## config.mk

```make
export PLATFORM = sky130hd
export DESIGN_NAME = ugpb_lane
export DESIGN_NICKNAME = d
export VERILOG_FILES = /design/src/hw/rtl/uniform_grid_point_binning_macros.svh /design/src/hw/rtl/ugpb_pkg.sv /design/src/hw/rtl/ugpb_lane.sv
export SDC_FILE = /design/constraint.sdc
export NUM_CORES = 1
export LEC_CHECK = 0
export BUFFER_PORTS_ARGS = -buffer_cell sky130_fd_sc_hd__buf_2
export CORE_MARGIN = 2
export CORE_UTILIZATION = 64
export DETAILED_ROUTE_END_ITERATION = 8
export PLACE_DENSITY = 0.86
export SYNTH_ARGS = -nofsm -noshare
export SYNTH_HDL_FRONTEND = slang
export SYNTH_SLANG_ARGS = --single-unit
```

## constraint.sdc

```tcl
create_clock -name clk -period 12.35 [get_ports clk]
set_input_delay 1.8525 -clock clk [delete_from_list [all_inputs] [get_ports clk]]
set_output_delay 1.8525 -clock clk [all_outputs]
set_load 0.1 [all_outputs]
```

## src/hw/rtl/uniform_grid_point_binning_macros.svh

```systemverilog
// Assertion macros for the uniform grid point binning block.
// Used by the top level only; expects clk and rst_n in scope.
`ifndef UNIFORM_GRID_POINT_BINNING_MACROS_SVH
`define UNIFORM_GRID_POINT_BINNING_MACROS_SVH

// Condition that must hold at every clock edge out of reset
`define UGPB_ASSERT(lbl, expr) \
  lbl: assert property (@(posedge clk) disable iff (!rst_n) (expr)) \
    else $error("ugpb invariant violated");

// Antecedent in one cycle implies consequent in the next
`define UGPB_ASSERT_NEXT(lbl, ante, cons) \
  lbl: assert property (@(posedge clk) disable iff (!rst_n) (ante) |=> (cons)) \
    else $error("ugpb sequence violated");

`endif

```

## src/hw/rtl/ugpb_pkg.sv

```systemverilog
// Shared constants, codes and types for the uniform grid point binning block.
// No dependencies; imported by ugpb_lane and the top level.
package ugpb_pkg;

  localparam int COORD_BITS = 24;
  localparam int AXIS_BITS  = 4;
  localparam int GRID_AXIS  = 1 << AXIS_BITS;
  localparam int AXIS_W     = AXIS_BITS + 1;
  localparam int MAX_POINTS = 1024;
  localparam int PT_AW      = $clog2(MAX_POINTS);
  localparam int PT_CNT_W   = PT_AW + 1;
  localparam int CNT_AW     = 3 * AXIS_BITS;
  localparam int CNT_W      = 11;
  localparam int CELL_SAT   = (1 << CNT_W) - 1;
  localparam int DIV_W      = COORD_BITS + AXIS_BITS;
  localparam int K_W        = $clog2(AXIS_BITS + 1);
  localparam int IN_TDATA_W  = 88;
  localparam int OUT_TDATA_W = 104;
  localparam int CFG_W      = 24;

  localparam logic [1:0] ST_OK        = 2'd0;
  localparam logic [1:0] ST_OVERFLOW  = 2'd1;
  localparam logic [1:0] ST_RANGE     = 2'd2;
  localparam logic [1:0] ST_NOT_READY = 2'd3;

  localparam logic OP_LOAD = 1'b0;
  localparam logic OP_READ = 1'b1;

  localparam logic CFG_CELL_SIZE = 1'b0;
  localparam logic CFG_DIMS      = 1'b1;

  localparam logic [1:0] DIMS_2D = 2'd2;

  typedef struct packed {
    logic                 done;
    logic                 big;
    logic [AXIS_BITS-1:0] quo;
  } lane_out_t;

  typedef struct packed {
    logic [1:0]            status;
    logic [AXIS_W-1:0]     grid_x;
    logic [AXIS_W-1:0]     grid_y;
    logic [AXIS_W-1:0]     grid_z;
    logic [COORD_BITS-1:0] min_x;
    logic [COORD_BITS-1:0] min_y;
    logic [COORD_BITS-1:0] min_z;
    logic [CNT_W-1:0]      cell_count;
  } res_t;

endpackage

```

## src/hw/rtl/ugpb_lane.sv

```systemverilog
// One axis lane: restoring divider yielding a cell index and a flag for the grid edge.
// Depends on ugpb_pkg.
module ugpb_lane (
  input  logic                           clk,
  input  logic                           rst_n,
  input  logic                           start,
  input  logic [ugpb_pkg::COORD_BITS-1:0] dividend,
  input  logic [ugpb_pkg::COORD_BITS-1:0] divisor,
  output ugpb_pkg::lane_out_t            res
);
  import ugpb_pkg::*;

  logic                  busy_r;
  logic                  done_r;
  logic [K_W-1:0]        k_r;
  logic [DIV_W-1:0]      rem_r;
  logic [COORD_BITS-1:0] dvs_r;
  logic [AXIS_BITS:0]    quo_r;
  logic [DIV_W-1:0]      trial;
  logic                  fits;

  // top quotient bit set means the index is at or beyond the grid edge
  assign trial = DIV_W'(dvs_r) << k_r;
  assign fits  = rem_r >= trial;

  always_ff @(posedge clk) begin
    if (!rst_n) begin
      busy_r <= 1'b0;
      done_r <= 1'b0;
      k_r    <= '0;
    end else begin
      done_r <= 1'b0;
      if (start) begin
        busy_r <= 1'b1;
        k_r    <= K_W'(AXIS_BITS);
        rem_r  <= DIV_W'(dividend);
        dvs_r  <= divisor;
        quo_r  <= '0;
      end else if (busy_r) begin
        if (fits) rem_r <= rem_r - trial;
        quo_r <= {quo_r[AXIS_BITS-1:0], fits};
        if (k_r == '0) begin
          busy_r <= 1'b0;
          done_r <= 1'b1;
        end else begin
          k_r <= k_r - K_W'(1);
        end
      end
    end
  end

  assign res.done = done_r;
  assign res.big  = quo_r[AXIS_BITS];
  assign res.quo  = quo_r[AXIS_BITS-1:0];

endmodule

```

==> impl_results.md, run 1 <==
* Status: complete, no violations
* Crit. End Element: flop
* FFs w/ async S/R, synth at 0
* Fillers at 557
* Syn nets at 579
* Synth area leader: edfxtp_1
* Hold slack at 0.4945 ns
* Multiplexer share of the synthesized area at 0.1341
* Maximum fanout along the worst path at 26
* Initial Utilization at 0.6684
* Ports at 57
* CTS tree: built
* Pwr Total at 0.7095 mW
* Clock slew at reported path FFs at 0.07 ns
* Register share of total power at 0.376
* Layout area overhead at 8.230%
* GR Layer Usage met3 at 0.06656
* Post-synthesis register bit count at 62
* Congestion Overflow GR at 0
* Worst Path Buf+Inv at 2
* GR Util All Layers at 0.2672
* Multi-input gate area at 2877 um2
* Power per cell area at 133.1 nW/um2
* Hold Startpoint: busy_r$_SDFF_PN0_
* Gpl congestion at 1.055
* Register area share after synthesis at 0.3678
* Placed Area at 5164 um2
* Leakage dissipation at 2.043 nW
* Final setup fails at 0
* Synth warn at 0
* Period utilization at 0.3677
* Top delay family on crit path: compound AO/OA/AOI/OAI gates
* H-tree depth at 3
* Synth unique cells at 72
* Placed Cells incl. Taps at 622
* Net Sw Power at 0.2723 mW
* Worst min-delay path class: reg2reg
* Setup TNS at 0 ns
* Top-count cell post-synth: edfxtp_1
* Final Hold Fails at 0
* Worst r2r dst: rem_r[18]$_DFFE_PP_
* Core region area at 7370 um2
* Synth Area in Simple Gates at 0.1610
* Die X at 91.73 um
* Top post-synthesis cells by area: edfxtp_1, ha_1, mux2i_1
* Unrepaired setup endpoints after global routing: false
* Critical-path top delay cell: dfxtp_1
* Clk pwr share at 0.217
* Final nets at 616
* Final ANT Viol Nets at 0
* Num CTS Buffers at 9
* Clock Tree Buf Depth at 2
* Combinational family with the most area after synthesis: compound AO/OA/AOI/OAI gates
* Layout Utilization at 0.7234
* Hold buffers post-CTS at 0
* Critical-path cell list: inv_1 -> a21oi_1 -> mux2i_1 -> ha_1 -> nand4_1 -> nor4_1 -> nand4_1 -> o211ai_1 -> o21ai_0 -> a21boi_2 -> buf_4
* WP data required at 12.38 ns
* Normalized max-slew margin at 0.3902
* Slowest stage delay, CP at 0.90 ns
* R2R Setup Slk at 7.81 ns
* Worst endpoint data arrival time at 4.57 ns
* Hold depth at 2
* Worst vdd ir at 0.1232 mV
* Total of max-cap violations at 0
* Final Non-Filler Cells at 639
* Drc violations at 0
* Largest net degree at the start of global routing at 63
* Share of layout cells above drive strength 1 at 0.1948
* M1 GR Usage at 0.3581
* Adder-cell share of the synthesized area at 0.08026
* Vias in the first global route at 3707
* Post-synth top area share at 0.3475
* Cell repeated most along the worst path: nand4_1
* Internal Power at 0.4372 mW
* CTS Sinks at 62
* Global-route wire length before repair at 17510 um
* Avg Synthesized Cell Area at 9.911 um2
* Reg2reg path depth at 11
* Register Area at 1812 um2
* RR Startpoint: k_r[1]$_SDFFE_PP0P_
* GRT busiest layer: met2
* Via count at 4052
* Crit path setup slack, layout at 7.809 ns
* Die area at 8414 um2
* DR pass1 iterations at 7
* Post-cts sizing count at 0
* Number of port buffers at 56
* Synth Area in XOR/XNOR at 0.02311
* Worst skew pair latency at 0.35 ns
* Synth Flop Type: edfxtp_1
* GR Layer Usage met2 at 0.4338
* Die Height at 91.73 um
* Maximum operating frequency at 220.2 MHz
* Final instance area at 5331 um2
* Drt initial violations at 420
* WS Path Type: reg2reg
* Commonest cells post-synth: edfxtp_1, nand2_1, a21oi_1, o21ai_0, mux2i_1
* Net Sw Frac at 0.3838
* Wire per inst at 17.31 um
* Syn Std Cell Area at 4926 um2
* Initial antenna violation count at 1
* Setup bufs post-CTS at 0
* Row Count at 31
* Final WL at 11060 um
* Final Max Slew Viols at 0
* CP Launch Type: flop
* Logic pwr share at 0.407
* HPWL after DPL at 8382 um
* Compound-Gate Fraction of Synth Area at 0.1847
* Post-Syn Instances at 497
* Tmin final at 4.541 ns
* Dpl ws at 7.971 ns
* Post-synth EDFFs at 57
* Hold EP: done_r$_SDFF_PP0_
* Root buf cell: clkbuf_8
* Skew final at 0.01048 ns
* Vias/cell at 6.341
* Worst Tran Pin Value at 0.9147 ns
[flip-flops by register name (all words and copies together) (netlist names)]
signal and count:
k_r 3, done_r 1, quo_r 5, dvs_r 24, rem_r 28, busy_r 1
[power by group through the flow]
stage / clock (mW) / combinational [mW] / sequential [mW]
finish: 0.154 / 0.289 / 0.267
global route: 0.167 / 0.314 / 0.268
CTS: 0.156 / 0.282 / 0.266
detailed placement: 0 / 0.280 / 0.271
global placement: 0 / 0.272 / 0.270
floorplan: 0 / 0.221 / 0.274
[layout by cell type (no fill, tap or decap), types with 9 or more instances in the layout]
master and n:
o21ai_0 35, nor3_1 14, mux2i_1 33, nor2_1 31, a21oi_1 37, ha_1 30, nand2_1 47, mux4_2 12
inv_1 11, nor2b_1 12, buf_2 56, edfxtp_1 57, clkbuf_8 9, nand4_1 10, nand3_1 10, o21a_1 10
[worst max-delay path by stage]
stage                        startpoint                  end  slack, ns  depth (start not counted)
floorplan           k_r[0]$_SDFFE_PP0P_   rem_r[0]$_DFFE_PP_       7.22                         12
global placement    k_r[1]$_SDFFE_PP0P_  rem_r[17]$_DFFE_PP_       8.14                         11
detailed placement  k_r[1]$_SDFFE_PP0P_  rem_r[18]$_DFFE_PP_       7.97                         11
CTS                 k_r[1]$_SDFFE_PP0P_  rem_r[18]$_DFFE_PP_       7.92                         11
global route        k_r[1]$_SDFFE_PP0P_  rem_r[17]$_DFFE_PP_       7.44                         11
finish              k_r[1]$_SDFFE_PP0P_  rem_r[18]$_DFFE_PP_       7.81                         11
[per-layer routing]
metal	wire length [um]	vias up
li1	-	1957
met1	4763	1873
met2	5207	195
met3	867	27
met4	224	0
met5	0	-
[cells by family after synthesis]
family                   after synthesis
AO/OA/AOI/OAI                        138
XOR/XNOR                              13
adder cells (fa/ha/maj)               31
buffers and inverters                 45
flip-flops                            62
multiplexers                          50
AND/OR/NAND/NOR                      158
[final cells by class]
cell class	instances	share of cell area
diodes	1	0.0004694
inverters	11	0.007745
flip-flops and latches	62	0.3398
clock inverters	6	0.007041
multi-input cells	390	0.5395
clock buffers	10	0.02394
repair buffers	60	0.05820
well taps	99	0.02323
[worst register-to-register path, stage by stage, from the launching register on]
cell      delay, ns
dfxtp_1        0.90
inv_1          0.47
a21oi_1        0.33
mux2i_1        0.13
ha_1           0.46
nand4_1        0.21
nor4_1         0.45
nand4_1        0.16
o211ai_1       0.12
o21ai_0        0.15
a21boi_2       0.46
buf_4          0.37
Power figures use the tool's default switching activity.
==> inputs of run 2 (changes only) <==
ABC_AREA = 1   (was not set)
CORE_UTILIZATION = 55   (was 64)
PLACE_DENSITY = 0.78   (was 0.86)
clock period = 3.79 ns   (was 12.35 ns; I/O delays follow)
==> run 2 against run 1 <==
  * Cell count rose by 61%
  * Highest routed layer unchanged
  * Synthesized cell count up 69%
  * Critical endpoint is now rem_r[16]$_DFFE_PP_
  * Largest power group unchanged
  * Die area increased by 26%
  * Core utilization fell by 11 points
  * Combinational power grew to 3.8 times the previous value
  * Global-route usage decreased by 1.2 points
  * Critical path depth up 7
  * Non-clock buffer count up 2
  * Register-to-register slack got worse by 7.3 ns
  * Via count grew 27%
  * Clock power rose to 3.7 times the previous value
  * Clock skew grew 0.010 ns
==> impl_results.md, run 2 <==
* FFs w/ async S/R, synth at 0 (unchanged)
* CP Launch Type: flop (unchanged)
* Top-count cell post-synth: nand2_1 (was edfxtp_1)
* Worst Tran Pin Value at 0.8966 ns (was 0.9147 ns)
* Vias/cell at 4.995 (was 6.341)
* Final Non-Filler Cells at 1030 (was 639)
* Largest net degree at the start of global routing at 29 (was 63)
* Worst min-delay path class: in2reg (was reg2reg)
* Top reg by flops: rem_r (unchanged)
* Final setup fails at 0 (unchanged)
* Final WL at 12630 um (was 11060 um)
* Routed met3 length at 942 um (was 867 um)
* Avg Synthesized Cell Area at 6.381 um2 (was 9.911 um2)
* Row Count at 36 (was 31)
* Most frequent cells in the layout: nand2_1, inv_1, edfxtp_1, buf_2, nand3_1 (was edfxtp_1, buf_2, nand2_1, a21oi_1, o21ai_0)
* ANT cells at 0 (was 1)
* GR Util All Layers at 0.2554 (was 0.2672)
* Via count at 5145 (was 4052)
* Share of layout cells above drive strength 1 at 0.1237 (was 0.1948)
* Worst skew pair latency at 0.36 ns (was 0.35 ns)
* Ports at 57 (unchanged)
* Die X at 102.8 um (was 91.73 um)
* Tmin final at 3.280 ns (was 4.541 ns)
* Status: complete, no violations (unchanged)
* WS Path Type: reg2reg (unchanged)
* Dpl ws at 0.5586 ns (was 7.971 ns)
* Post-cts sizing count at 0 (unchanged)
* Post-Syn Instances at 841 (was 497)
* Top post-synthesis cells by area: edfxtp_1, nand2_1, inv_1 (was edfxtp_1, ha_1, mux2i_1)
* Wire per inst at 12.26 um (was 17.31 um)
* Unrepaired setup endpoints after global routing: false (unchanged)
* Die Height at 102.8 um (was 91.73 um)
* Max reg flops at 28 (unchanged)
* Maximum fanout along the worst path at 28 (was 26)
* Highest Signal Layer: met4 (unchanged)
* Maximum operating frequency at 304.9 MHz (was 220.2 MHz)
* CTS tree: built (unchanged)
* Leakage dissipation at 3.172 nW (was 2.043 nW)
* Setup TNS at 0 ns (unchanged)
* Initial antenna violation count at 0 (was 1)
* Clock Tree Buf Depth at 2 (unchanged)
* H-tree depth at 3 (unchanged)
* Period utilization at 0.8655 (was 0.3677)
* Final nets at 974 (was 616)
* Core region area at 9639 um2 (was 7370 um2)
* Placed Cells incl. Taps at 1014 (was 622)
* Layout area overhead at 10.77% (was 8.230%)
* Root buf cell: clkbuf_8 (unchanged)
* Syn Std Cell Area at 5366 um2 (was 4926 um2)
* Syn nets at 923 (was 579)
* WL met2 at 5613 um (was 5207 um)
* Final Max Slew Viols at 0 (unchanged)
* Synth area leader: edfxtp_1 (unchanged)
* Drc violations at 0 (unchanged)
* Power per cell area at 425.2 nW/um2 (was 133.1 nW/um2)
* Normalized max-slew margin at 0.4016 (was 0.3902)
* Post-synth top area share at 0.3190 (was 0.3475)
* Total of max-cap violations at 0 (unchanged)
* Pwr Total at 2.527 mW (was 0.7095 mW)
* Global-route wire length before repair at 20760 um (was 17510 um)
* HPWL after DPL at 10070 um (was 8382 um)
* Initial Utilization at 0.5567 (was 0.6684)
* Synth Flop Type: edfxtp_1 (unchanged)
* Final Hold Fails at 0 (unchanged)
* Number of port buffers at 56 (unchanged)
* Post-synthesis register bit count at 62 (unchanged)
* Commonest non-fill, non-tap cell in the layout: nand2_1 (was edfxtp_1)
* Vias in the first global route at 4634 (was 3707)
* Regs by FF count: rem_r x28, dvs_r x24, quo_r x5 (unchanged)
* Skew final at 0.02055 ns (was 0.01048 ns)
* Setup bufs post-CTS at 0 (unchanged)
* Register area share after synthesis at 0.3376 (was 0.3678)
* CTS Sinks at 62 (unchanged)
* Synth unique cells at 37 (was 72)
* WP data required at 3.79 ns (was 12.38 ns)
* Num CTS Buffers at 9 (unchanged)
* Post-synth EDFFs at 57 (unchanged)
* Clock slew at reported path FFs at 0.08 ns (was 0.07 ns)
* Synth warn at 0 (unchanged)
* DR pass1 iterations at 6 (was 7)
* Hold buffers post-CTS at 0 (unchanged)
* DRT met1 WL at 5814 um (was 4763 um)
* Die area at 10560 um2 (was 8414 um2)
* Crit. End Element: flop (unchanged)
* Worst endpoint data arrival time at 3.28 ns (was 4.57 ns)
* Worst vdd ir at 0.2268 mV (was 0.1232 mV)
* Gpl congestion at 0.9263 (was 1.055)
* Final ANT Viol Nets at 0 (unchanged)
* Drt initial violations at 351 (was 420)
* Crit path setup slack, layout at 0.5098 ns (was 7.809 ns)
* Commonest cells post-synth: nand2_1, inv_1, edfxtp_1, nand3_1, nor2_1 (was edfxtp_1, nand2_1, a21oi_1, o21ai_0, mux2i_1)
* Congestion Overflow GR at 0 (unchanged)
[run 2: cells by family after synthesis]
logic type | Yosys count | synth area share
AOI/OAI and AO/OA | 66 | 0.06389
xor gates and xnor gates | 4 | 0.006530
and+or+nand+nor | 521 | 0.4020
buffers and inverters | 154 | 0.1107
adders and majority gates | 31 | 0.07368
DFF | 62 | 0.3376
muxes | 3 | 0.005596
[run 2: metrics by stage]
step / area [um2] / hold WS (ns) / utilization
floorplan: 5366 / 0.4635 / -
CTS: 5944 / 0.3779 / 0.6167
detailed placement: 5759 / 0.5115 / 0.5975
global placement: 5759 / 0.4977 / 0.5975
finish: 5944 / 0.3875 / 0.6167
global route: 5944 / 0.3748 / 0.6167
[run 2: worst max-delay path, stage by stage (launching register included)]
cell     delay [ns]
dfxtp_1        0.40
buf_4          0.27
nand2_1        0.07
nand2_1        0.07
inv_1          0.05
nand2_1        0.04
o21ai_0        0.11
nand2_1        0.08
o21ai_0        0.09
ha_1           0.39
nand2_1        0.16
nor2_2         0.19
nand2_1        0.10
nor3_1         0.20
nand3_1        0.10
nand3_1        0.11
nand2_1        0.06
nand2_1        0.05
buf_4          0.37
[run 2: final cells by class]
cell class	instances	area (um2)
sequential	62	1812
clock buffer	11	152.6
timing repair buffer	62	325.3
inverter	132	495.5
multi-input combinational	625	2960
tap	133	166.4
fill	986	3695
clock inverter	5	32.53
[run 2: routing by layer]
layer  global-route usage  up-vias
met5                    0        -
met4              0.09008        0
met3              0.03729       23
met2               0.4138      161
met1               0.3514     2237
li1                     -     2724
[run 2: where the power goes]
group | internal, mW | switching, mW
clock | 0.275 | 0.289
combinational | 0.365 | 0.733
sequential | 0.837 | 0.0296
[run 2: path summary, 6_finish.rpt]
path / end / start / cells after the start / slack (ns)
hold / removal: dvs_r[23]$_DFFE_PP_ / divisor[23] / 1 / 0.39
setup / recovery: rem_r[16]$_DFFE_PP_ / k_r[0]$_SDFFE_PP0P_ / 18 / 0.51
setup reg to reg: rem_r[16]$_DFFE_PP_ / k_r[0]$_SDFFE_PP0P_ / 18 / 0.51
hold reg to reg: done_r$_SDFF_PP0_ / busy_r$_SDFF_PN0_ / 2 / 0.52
==> inputs of run 3 (changes only) <==
clock period = 2.9 ns   (was 3.79 ns; I/O delays follow)
==> run 3 against run 2 <==
  * Worst setup slack lost 0.60 ns
  * Sequential share of layout area decreased by 3.6 points
  * Flip-flop and latch count unchanged
  * Combinational power up 67%
  * Cell area increased by 14%
  * First-iteration DRC count rose by 100%
  * The flow now finishes with violations (setup timing)
  * Count of clock-buffer cells in the layout fell by 2
  * Clock skew down 0.0056 ns
  * Core utilization rose by 8.4 points
==> impl_results.md, run 3 (synthesized netlist as in run 2, its figures left out) <==
* Commonest non-fill, non-tap cell in the layout: nand2_1 (unchanged)
* CTS tree: built (unchanged)
* Initial antenna violation count at 0 (unchanged)
* Global-route wire length before repair at 21980 um (was 20760 um)
* Gpl congestion at 0.9489 (was 0.9263)
* CTS Sinks at 62 (unchanged)
* Worst Tran Pin Value at 0.7792 ns (was 0.8966 ns)
* Leakage dissipation at 3.429 nW (was 3.172 nW)
* Final instance area at 6754 um2 (was 5944 um2)
* Final nets at 1006 (was 974)
* Setup TNS at -2.035 ns (was 0 ns)
* Largest net degree at the start of global routing at 32 (was 29)
* Drt initial violations at 703 (was 351)
* Congestion Overflow GR at 0 (unchanged)
* Max reg flops at 28 (unchanged)
* Share of layout cells above drive strength 1 at 0.2271 (was 0.1237)
* Die X at 102.8 um (unchanged)
* Final WL at 15980 um (was 12630 um)
* Row Count at 36 (unchanged)
* Worst skew pair latency at 0.36 ns (about the same)
* HPWL after DPL at 10600 um (was 10070 um)
* Num CTS Buffers at 9 (unchanged)
* Skew final at 0.01499 ns (was 0.02055 ns)
* Vias in the first global route at 4941 (was 4634)
* Final setup fails at 28 (was 0)
* Clock slew at reported path FFs at 0.08 ns (about the same)
* Critical-path cell list: clkbuf_16 -> nand2_1 -> nand2_1 -> inv_1 -> nand2_1 -> o21ai_0 -> nand2_1 -> nand2_1 -> ha_4 -> nand2_2 -> nor2_4 -> inv_2 -> nor2_2 -> and2_1 -> nand2_2 -> nand3_2 -> nand2_2 -> nand2_4 -> clkbuf_16 (was buf_4 -> nand2_1 -> nand2_1 -> inv_1 -> nand2_1 -> o21ai_0 -> nand2_1 -> o21ai_0 -> ha_1 -> nand2_1 -> nor2_2 -> nand2_1 -> nor3_1 -> nand3_1 -> nand3_1 -> nand2_1 -> nand2_1 -> buf_4)
* WS Path Type: reg2reg (unchanged)
* Clock Tree Buf Depth at 2 (unchanged)
* Die Height at 102.8 um (unchanged)
* DR pass1 iterations at 6 (unchanged)
* Placed Area at 5882 um2 (was 5759 um2)
* Worst vdd ir at 0.3048 mV (was 0.2268 mV)
* Most frequent cells in the layout: nand2_1, inv_1, edfxtp_1, buf_2, nand3_1 (unchanged)
* Root buf cell: clkbuf_8 (unchanged)
* Layout area overhead at 25.86% (was 10.77%)
* Ports at 57 (unchanged)
* Pwr Total at 3.875 mW (was 2.527 mW)
* ANT cells at 0 (unchanged)
* Regs by FF count: rem_r x28, dvs_r x24, quo_r x5 (unchanged)
* Worst min-delay path class: in2reg (unchanged)
* Fillers at 790 (was 986)
* Initial Utilization at 0.5567 (unchanged)
* Critical-path top delay cell: dfxtp_4 (was dfxtp_1)
* Drc violations at 0 (unchanged)
* Vias/cell at 5.444 (was 4.995)
* Failing checks: setup timing
* WP data required at 2.98 ns (was 3.79 ns)
* Wire per inst at 15.05 um (was 12.26 um)
* Final ANT Viol Nets at 0 (unchanged)
* Crit path setup slack, layout at -0.09276 ns (was 0.5098 ns)
* Maximum fanout along the worst path at 6 (was 28)
* Top reg by flops: rem_r (unchanged)
* H-tree depth at 3 (unchanged)
* Final Hold Fails at 0 (unchanged)
* Maximum operating frequency at 334.1 MHz (was 304.9 MHz)
* Power per cell area at 573.7 nW/um2 (was 425.2 nW/um2)
* Final Max Slew Viols at 0 (unchanged)
* Die area at 10560 um2 (unchanged)
* CP Launch Type: flop (unchanged)
* Slowest stage delay, CP at 0.44 ns (was 0.40 ns)
* Worst endpoint data arrival time at 3.07 ns (was 3.28 ns)
* Status: complete, but fails checks (was complete, no violations)
* Cell repeated most along the worst path: nand2_1 (unchanged)
* Normalized max-slew margin at 0.4800 (was 0.4016)
* Via count at 5782 (was 5145)
* GR Util All Layers at 0.2724 (was 0.2554)
* Total of max-cap violations at 0 (unchanged)
* Period utilization at 1.032 (was 0.8655)
* Number of port buffers at 56 (unchanged)
* Core region area at 9639 um2 (unchanged)
* Crit. End Element: flop (unchanged)
* Tmin final at 2.993 ns (was 3.280 ns)
[run 3: changes by cell type in the layout (fill, tap and decap cells not counted), sizes merged]
cell      delta
buf         +28
bufinv       +2
clkbuf       +2
clkinvlp     -1
inv          +1
[run 3: worst paths after layout]
kind,from,end,slack [ns],cells after the start
worst max register to register,k_r[0]$_SDFFE_PP0P_,rem_r[14]$_DFFE_PP_,-0.09,19
worst max-delay path,k_r[0]$_SDFFE_PP0P_,rem_r[14]$_DFFE_PP_,-0.09,19
worst min-delay path,divisor[23],dvs_r[23]$_DFFE_PP_,0.25,1
worst min register to register,busy_r$_SDFF_PN0_,done_r$_SDFF_PP0_,0.51,2
[run 3: critical path, delay by kind of cell, from the launching register on]
family,cells,cell delay (ns)
buffers and inverters,4,0.47
and+or+nand+nor,13,1.38
AOI/OAI and AO/OA,1,0.11
DFF,1,0.44
adders and majority gates,1,0.31
[run 3: final cells by class]
| type | count | area [um2] | area share |
|---|---|---|---|
| inverter | 132 | 505.5 | 0.07484 |
| multi-input combinational | 625 | 3357 | 0.4970 |
| sequential | 62 | 1815 | 0.2688 |
| clock buffer | 9 | 123.9 | 0.01834 |
| tap | 133 | 166.4 | 0.02464 |
| timing repair buffer | 94 | 688.2 | 0.1019 |
| clock inverter | 7 | 97.59 | 0.01445 |
[run 3: timing repair]
item	in CTS	in global routing
hold buffers	0	0
setup endpoints to repair	28	44
resized for setup	3	99
pin swaps	1	19
gates cloned	0	6
setup buffers	1	14
[run 3: through the flow]
stage               setup slack, ns  cells  hold slack, ns    util
global placement           -0.03529   1025          0.5126  0.6102
CTS                         0.01898   1042          0.2387  0.6356
detailed placement         -0.08526   1025          0.5021  0.6102
global route                -0.1718   1062          0.2336  0.7007
finish                     -0.09276   1062          0.2517  0.7007
floorplan                   0.05635    841          0.4635       -
[run 3: where the power goes]
part / total, mW / switching (mW) / internal [mW]
Clock: 0.882 / 0.396 / 0.487
Sequential: 1.15 / 0.0571 / 1.09
Combinational: 1.84 / 1.14 / 0.697
[run 3: routing by layer]
metal | part of all wire | track usage
met5 | 0 | 0
met1 | 0.40 | 0.3558
met4 | 0.044 | 0.1073
met3 | 0.093 | 0.05627
met2 | 0.46 | 0.4460
